File: src/rtl/absvc_pkg.sv
// Shared types and constants for the alpha/beta space vector compare block.
package absvc_pkg;

    localparam int VOLT_WIDTH     = 16;
    localparam int DUTY_FRAC_BITS = 16;
    localparam int SQ3_Q          = 24;
    localparam int SQ3_K_W        = 25;
    localparam logic [SQ3_K_W-1:0] SQ3_K = 25'd29058991;

    localparam int XW = VOLT_WIDTH + SQ3_K_W + 1;
    localparam int UW = XW - 1;
    localparam int DW = XW;

    localparam logic [15:0] PWM_PERIOD_RST = 16'd1000;

    localparam logic [2:0] SEC_1 = 3'd1;
    localparam logic [2:0] SEC_2 = 3'd2;
    localparam logic [2:0] SEC_3 = 3'd3;
    localparam logic [2:0] SEC_4 = 3'd4;
    localparam logic [2:0] SEC_5 = 3'd5;
    localparam logic [2:0] SEC_6 = 3'd6;

    typedef struct packed {
        logic signed [VOLT_WIDTH-1:0] v_alpha;
        logic signed [VOLT_WIDTH-1:0] v_beta;
        logic [VOLT_WIDTH-2:0]        dc_voltage;
    } t_in;

    typedef struct packed {
        logic [15:0] compare_a;
        logic [15:0] compare_b;
        logic [15:0] compare_c;
        logic [2:0]  sector_number;
        logic        limited;
    } t_out;

    typedef struct packed {
        logic [2:0]    sector;
        logic [UW-1:0] um;
        logic [UW-1:0] un;
        logic [DW-1:0] den;
    } t_act;

endpackage

File: src/rtl/absvc_div.sv
// Pipelined restoring fraction divider, one quotient bit per stage.
module absvc_div #(
    parameter int DW = absvc_pkg::DW,
    parameter int QW = absvc_pkg::DUTY_FRAC_BITS + 1
) (
    input  logic          i_clk,
    input  logic [DW-1:0] i_num,
    input  logic [DW-1:0] i_den,
    output logic [QW-1:0] o_q
);
    logic [DW-1:0] r_rem [QW];
    logic [DW-1:0] r_den [QW];
    logic [QW-1:0] r_q   [QW];

    always_ff @(posedge i_clk) begin
        if (i_num >= i_den) begin
            r_rem[0] <= i_num - i_den;
            r_q[0]   <= QW'(1);
        end else begin
            r_rem[0] <= i_num;
            r_q[0]   <= '0;
        end
        r_den[0] <= i_den;
    end

    for (genvar k = 1; k < QW; k++) begin : g_step
        logic [DW:0] n_sh;
        logic [DW:0] n_diff;
        logic        n_ge;

        always_comb begin
            n_sh   = {r_rem[k-1], 1'b0};
            n_diff = n_sh - {1'b0, r_den[k-1]};
            n_ge   = n_sh >= {1'b0, r_den[k-1]};
        end

        always_ff @(posedge i_clk) begin
            r_rem[k] <= n_ge ? n_diff[DW-1:0] : n_sh[DW-1:0];
            r_den[k] <= r_den[k-1];
            r_q[k]   <= {r_q[k-1][QW-2:0], n_ge};
        end
    end

    assign o_q = r_q[QW-1];

endmodule

File: config.mk
export PLATFORM = sky130hd
export DESIGN_NAME = absvc_div
export DESIGN_NICKNAME = d
export VERILOG_FILES = /design/src/rtl/absvc_pkg.sv /design/src/rtl/absvc_div.sv
export SDC_FILE = /design/constraint.sdc
export NUM_CORES = 2
export LEC_CHECK = 0
export ABC_AREA = 0
export BUFFER_PORTS_ARGS = -buffer_cell sky130_fd_sc_hd__buf_2
export CORE_ASPECT_RATIO = 1.25
export CORE_UTILIZATION = 64
export CTS_BUF_LIST = sky130_fd_sc_hd__clkbuf_4 sky130_fd_sc_hd__clkbuf_8 sky130_fd_sc_hd__clkbuf_16
export DETAILED_ROUTE_END_ITERATION = 6
export GPL_ROUTABILITY_DRIVEN = 0
export PLACE_DENSITY = 0.84
export SETUP_SLACK_MARGIN = 0.3
export SYNTH_ARGS = -nofsm -noshare
export SYNTH_HDL_FRONTEND = slang
export SYNTH_SLANG_ARGS = --single-unit
File: constraint.sdc
create_clock -name i_clk -period 4.9 [get_ports i_clk]
set_clock_uncertainty 0.15 [all_clocks]
set_input_delay 0.245 -clock i_clk [delete_from_list [all_inputs] [get_ports i_clk]]
set_output_delay 0.245 -clock i_clk [all_outputs]
set_load 0.05 [all_outputs]
==> flow_summary.yaml <==
status:
  status: "finished with violations"
  violations: "DRC"
placement:
  numPortBuffers: 101
  pre_cts_slack_ns: 0.312
  dp_hpwl_um: 136000
synth:
  avgSynthCellArea_um2: 8.83
  syn-cell-area_mm2: 0.0759
  yosysWarnings: 0
  ys.flop_type: "dfxtp_1"
  synth_nets: 9402
  synth-seq-area-share_pct: 39.5
  synth-edff-count: 0
  synth_top_area_share_pct: 39.5
  netlist-cell-type-count: 94
  ys_ff_latch: 1497
  yosys.area.top_type: "dfxtp_1"
  synth.area.top_cells: "dfxtp_1 40%, ha_1 12%, a21oi_1 5.3%"
  async_reset_ff_share_pct: 0
  synthCells: 8588
floorplanning:
  die_y_um: 387
  coreArea_mm2: 0.117
  die_x_um: 310
  start_util_pct: 64.8
  io_pins: 102
  dieArea_mm2: 0.120
  rows: 140
detailed_routing:
  wl_per_cell_um: 17.8
  via_per_inst: 5.97
  num_vias: 62400
  drc: 1
  wirelength_um: 186000
  drt_iter0_markers: 4698
  ant_nets: 0
  first_pass_iters: 7
cts:
  clk_pin_slew_ns: 0.06
  cts_tree: "done"
  clk_latency_ns: 0.78
  post_cts_buffers: 0
  clockBufferDepth: 3
  cts_buffers: 146
  root_buffer: "clkbuf_16"
  cts_htree_levels: 4
  cts_sinks: 1497
global_routing:
  antenna_found_initial: 3
  grt_first_pass_wirelength_um: 298000
  grt_remaining_overflow: 0
  grt_max_degree: 82
  grt_pass1_vias: 62800
  grtUsageTotal_pct: 30.4
sta:
  fin_crit_sh_pct: 92.9
  rsz0062_at_grt: "no"
  fmax_mhz: 220
  tightest_slew_ns: 1.01
  setup_tns_ns: 0
  max-slew-margin-rel_pct: 32.0
  finalCriticalPeriod_ns: 4.55
  setup_viol: 0
  fin_ws_ns: 0.347
  slew_violations: 0
  hold_viol: 0
min_path:
  min_from: "i_num[30]"
  min_to: "r_rem[0][30]"
  hold_class: "primary input to flip-flop"
  min_path_cells: 3
worst_setup_path:
  r2r_start: "r_den[0][5]"
  crit_family: "compound AO/OA/AOI/OAI gates"
  rr_endpoint: "r_rem[0][43]"
  crit_path_cell_trace: "dlygate4sd3_1 > buf_2 > inv_1 > ha_1 > inv_1 > fa_1 > a21o_1 > a21oi_2 > o21ai_2 > and4_1 > o21ai_0 > buf_4 > a31oi_1 > o211ai_1 > a21oi_1 > o41a_2 > buf_12 > mux2_2 > dlygate4sd3_1"
  critPathMaxStageDelay_ns: 0.55
  arrival_ns: 5.07
  crit_path_top_delay_cell: "dlygate4sd3_1"
  endpoint_kind: "flip-flop"
  cp.required_ns: 5.42
  worst_setup_path_start_kind: "primary input"
  cp_num_buf_inv: 7
  path_max_fanout: 71
  critical_path_class: "primary input to flip-flop"
  r2r_slack_ns: 0.38
  ff2ff_path_depth: 14
layout:
  finalCoreUtilization_pct: 72.2
  fillers: 8036
  layout_common_cells: "1497 x dfxtp_1, 890 x inv_1, 806 x a21oi_1"
  area_growth_pct: 11.3
  nets: 9600
  final_common_cell: "dfxtp_1"
  seqCellArea_mm2: 0.0300
  multi_input_area_mm2: 0.0416
  drive_above_1_share_pct: 7.99
power:
  p_int_mw: 38.0
  p_sw_mw: 26.0
  p_per_area_mw_per_mm2: 757
  ir_drop_mv: 0.378
  switching_share_pct: 40.6
  clkPwrFrac_pct: 18.1
  leakagePower_nw: 39.9
  seqPwrFrac_pct: 28.6
  p_total_mw: 64.0
  comb_power_share_pct: 53.3
flow_run:
  maxCapViolCount: 0
==> power by group through the flow <==
stage | Sequential (mW) | Clock [mW] | Combinational, mW
final | 18.3 | 11.6 | 34.1
after global routing | 18.6 | 12.2 | 37.4
after CTS | 18.2 | 11.7 | 33.3
after detailed placement | 18.4 | 0 | 32.8
after global placement | 18.3 | 0 | 31.7
after floorplan | 18.0 | 0 | 25.9
==> layer usage <==
metal | routed length (um) | global-route usage (%)
met5 | 0 | 0
met1 | 63100 | 27.0
met2 | 96000 | 57.6
met4 | 18800 | 28.6
met3 | 8280 | 4.36
==> cell type report <==
type / count / share of cell area (%)
multi-input combinational: 5948 / 49.3
clock inverter: 43 / 0.677
clock buffer: 213 / 5.35
tap: 1562 / 2.31
antenna: 1 / 0.00296
sequential: 1497 / 35.5
timing repair buffer: 301 / 2.93
inverter: 892 / 3.97
==> flip-flops by register name, indices dropped and copies added (netlist names) <==
name / count
r_rem: 672
r_q: 153
r_den: 672
==> logic make-up after synthesis <==
family | Yosys count | synth area share (%)
fa+ha+maj | 729 | 12.2
buf+inv | 1143 | 5.77
xor+xnor | 594 | 6.86
simple gates | 1936 | 12.0
mux | 225 | 3.47
compound gates | 2464 | 20.2
flops | 1497 | 39.5
==> worst min-delay path: cells and delay by family <==
kind / cells / cell delay (ns)
muxes: 1 / 0.13
buffers and inverters: 2 / 0.62
==> synth_stat cells, drive strengths merged (13+ instances only) <==
cell type  number
a211oi         41
a2111oi        17
nor3b          15
nor3          102
a21oi         810
nor2          487
nand2b         88
o211ai         37
nand2         639
buf            58
fa             16
ha            713
a21boi         24
a221o          15
a31oi          80
and2           36
o31ai          47
inv           892
o41ai          17
o31a           14
a21o          405
and3           67
dfxtp        1497
mux2          218
o21a           77
or2            21
o22ai          13
nor2b          87
a311oi         17
o21ai         612
and4           15
nor4           22
nand3         150
clkbuf        193
a211o          14
or3            31
o21bai        102
xor2          228
nand4         135
a221oi         24
o2111ai        18
xnor2         366
a41oi          15
==> how the worst max path moves through the flow <==
| stage | startpoint | endpoint | slack [ns] | depth (start not counted) |
|---|---|---|---|---|
| final | i_num[0] | r_rem[0][8] | 0.35 | 19 |
| after global routing | i_num[0] | r_rem[0][12] | 0.31 | 19 |
| after CTS | r_den[0][551] | r_rem[0][589] | 0.31 | 13 |
| after detailed placement | r_den[0][551] | r_rem[0][589] | 0.31 | 13 |
| after floorplan | r_den[0][337] | r_rem[0][381] | 1.41 | 15 |
| after global placement | r_den[0][551] | r_rem[0][597] | 0.36 | 13 |
==> stage by stage <==
| stage | std cells | instance area (um^2) | hold WS, ns |
|---|---|---|---|
| after detailed placement | 10100 | 77900 | 0.162 |
| after global placement | 10100 | 77900 | 0.161 |
| after floorplan | 8588 | 75900 | 0.123 |
| after CTS | 10500 | 84400 | 0.0703 |
| after global routing | 10500 | 84500 | 0.114 |
| final | 10500 | 84500 | 0.112 |
==> timing repair <==
item                                   4_1_cts  5_1_grt
endpoints found under the hold margin       84        0
setup endpoints to repair                    0      120
hold buffers                               138        0
gates resized for setup                      0        9
(Power assumes the default switching activity.)
