[src/rtl/absvc_pkg.sv]
// Shared types and constants for the alpha/beta space vector compare block.
package absvc_pkg;

    localparam int VOLT_WIDTH     = 16;
    localparam int DUTY_FRAC_BITS = 16;
    localparam int SQ3_Q          = 24;
    localparam int SQ3_K_W        = 25;
    localparam logic [SQ3_K_W-1:0] SQ3_K = 25'd29058991;

    localparam int XW = VOLT_WIDTH + SQ3_K_W + 1;
    localparam int UW = XW - 1;
    localparam int DW = XW;

    localparam logic [15:0] PWM_PERIOD_RST = 16'd1000;

    localparam logic [2:0] SEC_1 = 3'd1;
    localparam logic [2:0] SEC_2 = 3'd2;
    localparam logic [2:0] SEC_3 = 3'd3;
    localparam logic [2:0] SEC_4 = 3'd4;
    localparam logic [2:0] SEC_5 = 3'd5;
    localparam logic [2:0] SEC_6 = 3'd6;

    typedef struct packed {
        logic signed [VOLT_WIDTH-1:0] v_alpha;
        logic signed [VOLT_WIDTH-1:0] v_beta;
        logic [VOLT_WIDTH-2:0]        dc_voltage;
    } t_in;

    typedef struct packed {
        logic [15:0] compare_a;
        logic [15:0] compare_b;
        logic [15:0] compare_c;
        logic [2:0]  sector_number;
        logic        limited;
    } t_out;

    typedef struct packed {
        logic [2:0]    sector;
        logic [UW-1:0] um;
        logic [UW-1:0] un;
        logic [DW-1:0] den;
    } t_act;

endpackage

[src/rtl/absvc_sector.sv]
// Front end: sector search and clamped active-time numerators, three stages.
module absvc_sector (
    input  logic              i_clk,
    input  logic              i_rst_n,
    input  logic              i_valid,
    input  absvc_pkg::t_in    i_cmd,
    output logic              o_valid,
    output absvc_pkg::t_act   o_act
);
    localparam int VW  = absvc_pkg::VOLT_WIDTH;
    localparam int XW  = absvc_pkg::XW;
    localparam int UW  = absvc_pkg::UW;
    localparam int DW  = absvc_pkg::DW;
    localparam int SQW = 2 * (VW + 1);

    // stage 1
    logic signed [VW:0]   n_ax, n_bx;
    logic [VW:0]          n_mag_a, n_mag_b;
    logic [VW-2:0]        n_ud;
    logic [SQW-1:0]       r_sq_a, r_sq_b;
    logic signed [XW-1:0] r_p, r_bq;
    logic                 r_a_pos, r_a_neg, r_b_pos, r_b_neg;
    logic [DW-1:0]        r_den1;
    logic                 r_v1;

    always_comb begin
        n_ax    = {i_cmd.v_alpha[VW-1], i_cmd.v_alpha};
        n_bx    = {i_cmd.v_beta[VW-1], i_cmd.v_beta};
        n_mag_a = n_ax[VW] ? $unsigned(-n_ax) : $unsigned(n_ax);
        n_mag_b = n_bx[VW] ? $unsigned(-n_bx) : $unsigned(n_bx);
        n_ud    = (i_cmd.dc_voltage == '0) ? (VW-1)'(1) : i_cmd.dc_voltage;
    end

    always_ff @(posedge i_clk) begin
        r_sq_a  <= n_mag_a * n_mag_a;
        r_sq_b  <= n_mag_b * n_mag_b;
        r_p     <= $signed({1'b0, absvc_pkg::SQ3_K}) * i_cmd.v_alpha;
        r_bq    <= {{(XW-VW-absvc_pkg::SQ3_Q){i_cmd.v_beta[VW-1]}}, i_cmd.v_beta,
                    {absvc_pkg::SQ3_Q{1'b0}}};
        r_a_pos <= !i_cmd.v_alpha[VW-1] && (i_cmd.v_alpha != '0);
        r_a_neg <= i_cmd.v_alpha[VW-1];
        r_b_pos <= !i_cmd.v_beta[VW-1] && (i_cmd.v_beta != '0);
        r_b_neg <= i_cmd.v_beta[VW-1];
        r_den1  <= {{(DW-VW+1-absvc_pkg::SQ3_Q-1){1'b0}}, n_ud,
                    {(absvc_pkg::SQ3_Q+1){1'b0}}};
        if (!i_rst_n) begin
            r_v1 <= 1'b0;
        end else begin
            r_v1 <= i_valid;
        end
    end

    // stage 2
    logic                 n_big;
    logic [2:0]           n_sec;
    logic signed [XW-1:0] n_xm, n_xn;
    logic [2:0]           r_sec2;
    logic signed [XW-1:0] r_xm, r_xn;
    logic [DW-1:0]        r_den2;
    logic                 r_v2;

    always_comb begin
        n_big = {2'b00, r_sq_b} > ({2'b00, r_sq_a} + {1'b0, r_sq_a, 1'b0});
        n_sec = absvc_pkg::SEC_1;
        n_xm  = '0;
        n_xn  = '0;
        if (r_a_pos && !r_b_neg && !n_big) begin
            n_sec = absvc_pkg::SEC_1; n_xm = r_p - r_bq; n_xn = r_bq <<< 1;
        end else if (r_b_pos && n_big) begin
            n_sec = absvc_pkg::SEC_2; n_xm = r_p + r_bq; n_xn = r_bq - r_p;
        end else if (r_a_neg && r_b_pos) begin
            n_sec = absvc_pkg::SEC_3; n_xm = r_bq <<< 1; n_xn = -r_p - r_bq;
        end else if (r_a_neg && !r_b_pos && !n_big) begin
            n_sec = absvc_pkg::SEC_4; n_xm = r_bq - r_p; n_xn = -(r_bq <<< 1);
        end else if (r_b_neg && n_big) begin
            n_sec = absvc_pkg::SEC_5; n_xm = -r_p - r_bq; n_xn = r_p - r_bq;
        end else if (r_a_pos && r_b_neg) begin
            n_sec = absvc_pkg::SEC_6; n_xm = -(r_bq <<< 1); n_xn = r_p + r_bq;
        end
    end

    always_ff @(posedge i_clk) begin
        r_sec2 <= n_sec;
        r_xm   <= n_xm;
        r_xn   <= n_xn;
        r_den2 <= r_den1;
        if (!i_rst_n) begin
            r_v2 <= 1'b0;
        end else begin
            r_v2 <= r_v1;
        end
    end

    // stage 3: clamp rounding undershoot near sector edges
    absvc_pkg::t_act r_act;
    logic            r_v3;

    always_ff @(posedge i_clk) begin
        r_act.sector <= r_sec2;
        r_act.um     <= r_xm[XW-1] ? '0 : r_xm[UW-1:0];
        r_act.un     <= r_xn[XW-1] ? '0 : r_xn[UW-1:0];
        r_act.den    <= r_den2;
        if (!i_rst_n) begin
            r_v3 <= 1'b0;
        end else begin
            r_v3 <= r_v2;
        end
    end

    assign o_valid = r_v3;
    assign o_act   = r_act;

endmodule

[config.mk]
export PLATFORM = sky130hd
export DESIGN_NAME = absvc_sector
export DESIGN_NICKNAME = d
export VERILOG_FILES = /design/src/rtl/absvc_pkg.sv /design/src/rtl/absvc_sector.sv
export SDC_FILE = /design/constraint.sdc
export NUM_CORES = 2
export LEC_CHECK = 0
export BUFFER_PORTS_ARGS = -buffer_cell sky130_fd_sc_hd__buf_4
export CAP_MARGIN = 20
export CORE_MARGIN = 4
export CORE_UTILIZATION = 45
export CTS_CLUSTER_DIAMETER = 120
export CTS_CLUSTER_SIZE = 28
export DETAILED_ROUTE_END_ITERATION = 6
export PLACE_DENSITY_LB_ADDON = 0.12
export SYNTH_ARGS = -nofsm -noshare
export SYNTH_HDL_FRONTEND = slang
export SYNTH_SLANG_ARGS = --single-unit
[constraint.sdc]
create_clock -name i_clk -period 9.6 [get_ports i_clk]
set_input_delay 1.92 -clock i_clk [delete_from_list [all_inputs] [get_ports i_clk]]
set_output_delay 1.92 -clock i_clk [all_outputs]
set_load 0.1 [all_outputs]
==> metrics.md <==
| Metric | Value |
|---|---|
| Die area | 0.09956 mm2 |
| Global-route track usage on met1 | 29.92% |
| CTS buffer count | 19 |
| Post-CTS sizing | 0 |
| Syn Inst Count | 4,786 |
| Hold Slack | 0.3333 ns |
| Tcrit/Tclk final | 93.79% |
| Max Fanout on Critical Path | 8 |
| Routed vias/inst | 5.247 |
| CP required | 10.06 ns |
| Global route hottest layer | met2 |
| Synth top area cells | fa_1 26%, ha_1 17%, dfxtp_1 16%, inv_1 8.1%, xnor2_1 4.0% |
| Status | finished with violations |
| Maximum capacitance violations | 0 |
| Postcts setup bufs | 0 |
| Synth Warn # | 0 |
| Final Max Tran Viols | 0 |
| CP max stage delay | 0.57 ns |
| Yosys cell types | 94 |
| Hold Path Class | register to register |
| Post-layout util | 49.37% |
| Starting Density | 45.46% |
| Crit path DAT | 9.46 ns |
| Min-delay src | r_den2[31] |
| Final TNS setup | 0 ns |
| Sink Count | 345 |
| Post-DP HPWL | 100.0 mm |
| Worst slew margin | 25.83% |
| M2 GR Usage | 42.59% |
| Final setup violation count | 0 |
| Crit Path Class | input pin to register |
| DR DRC count | 1 |
| Largest net degree at the start of global routing | 55 |
| Clk Latency, worst-skew pair | 0.57 ns |
| Vias in the first global route | 33,580 |
| Die height | 315.5 um |
| Row count | 112 |
| Final GP Congestion | 0.9751 |
| H-tree levels | 1 |
| CP Capture Type | register |
| Final nets | 6,153 |
| CP most frequent cell | fa_1 |
| Worst setup path startpoint | i_cmd[15] |
| Final Instance Area | 0.04622 mm2 |
| Commonest non-fill, non-tap cell in the layout | inv_1 |
| Main synth FF type | dfxtp_1 |
| Max Freq | 0.1111 GHz |
| Clock root buffer | clkbuf_16 |
| Failing checks | DRC |
| Post-synthesis sequential area ratio | 16.23% |
| Most frequent cells in the layout | 914 x inv_1, 574 x ha_1, 557 x fa_1 |
| Routed Antenna Nets | 0 |
| Avg WL per Cell | 18.86 um |
| Routed via count | 32,730 |
| Initial DRC count | 2,211 |
| Clk slew on worst S/H paths | 0.09 ns |
| RR Startpoint | r_sq_a[3] |
| Hold-fix buffers, CTS | 0 |
| Avg Inst Size Synth | 8.893 um2 |
| Post-route minimum period | 9.003 ns |
| Top-Level Pins | 178 |
| Area share of the largest cell type after synthesis | 26.20% |
| Share of cells above drive strength 1 | 6.867% |
| Filler cells | 9,103 |
| Layout overhead on the synthesized area | 8.590% |
| Mapped Area | 0.04256 mm2 |
| Slowest-stage cell, CP | fa_1 |
| Die X-Extent | 315.5 um |
| Port buffer count | 150 |
| Worst Tran Pin Value | 1.105 ns |
| First-pass GRT wire length | 186.0 mm |
| Buffer depth of the longest clock path | 3 |
| DP Area | 0.04557 mm2 |
| Final hold viol count | 0 |
| Reg2reg setup slack | 1.90 ns |
| Setup crit start kind | input pin |
| Asr flop ratio synth | 0% |
| Clock tree from TritonCTS | built |
| Initial antenna violation count | 5 |
| CP bufs+invs | 6 |
| Post-synth EDFFs | 0 |
| Clock skew | 0.02299 ns |
| Gr ovfl total | 0 |
| Overall Global Routing Usage | 23.73% |
| Seq cells post-synth | 345 |
| Placeable Area | 0.09361 mm2 |
| CP top delay family | adder cells |
| Met3 GRT Util | 3.520% |
| Final wirelength | 117.7 mm |
| Yosys top cell by area | fa_1 |
| DRT Pass-1 Iters | 7 |
| RSZ-0062 raised after global routing | no |
-- area by class of cell --
cell class	instances	area, um2	area share, %
well taps	1254	1569	3.395
inverters	929	3487	7.545
clock inverters	9	151.4	0.3276
flip-flops and latches	345	6907	14.94
multi-input cells	3424	31700	68.60
clock buffers	20	489.2	1.059
repair buffers	253	1899	4.110
diodes	4	10.01	0.02166
-- synth_stat cells (56+ instances only) --
master      n
nor2b_1   104
xnor2_1   192
xor2_1     59
nand2_1   343
o21ai_0   181
clkbuf_1  102
dfxtp_1   345
ha_1      574
nor3_1     64
inv_1     914
nor2_1    337
nand3_1    56
a21oi_1   253
fa_1      557
a21o_1     82
-- state kept, by name, indices dropped and copies added, names as in the netlist --
name and count:
o_act 100, r_bq 15, r_sq_a 32, r_v2 1
r_xn 42, r_sq_b 33, r_den2 15, r_den1 15
r_v1 1, r_a_pos 1, r_p 42, r_xm 42
o_valid 1, r_a_neg 1, r_sec2 3, r_b_pos 1
-- final timing paths --
| path | to | depth (start not counted) |
|---|---|---|
| max | r_sq_b[33] | 31 |
| min | o_act[31] | 0 |
| max reg2reg | r_xn[34] | 26 |
| min reg2reg | o_act[31] | 0 |
-- cell families after synthesis --
family / after synthesis / share of synthesized area (%)
AND/OR/NAND/NOR: 1098 / 12.01
XOR/XNOR: 251 / 5.165
multiplexers: 8 / 0.1911
other: 2 / 0.01765
flip-flops: 345 / 16.23
buffers and inverters: 1084 / 9.951
adder cells (fa/ha/maj): 1131 / 43.08
AO/OA/AOI/OAI: 867 / 13.36
-- routing by layer --
layer / up-vias / part of all wire (%)
met4: 0 / 2.9
met1: 15910 / 41
met3: 180 / 6.0
met2: 927 / 50
met5: - / 0
li1: 15720 / -
-- per-stage QoR --
stage	setup slack, ns	cells
2_1_floorplan	0.06453	4853
3_3_place_gp	0.1595	6205
3_5_place_dp	0.06464	6205
4_1_cts	0.6513	6234
5_1_grt	0.08863	6234
6_report	0.5966	6238
Power is left out: the tool's default activity adds up to more than one toggle a clock period on the data nets, which glitch-free logic cannot reach.
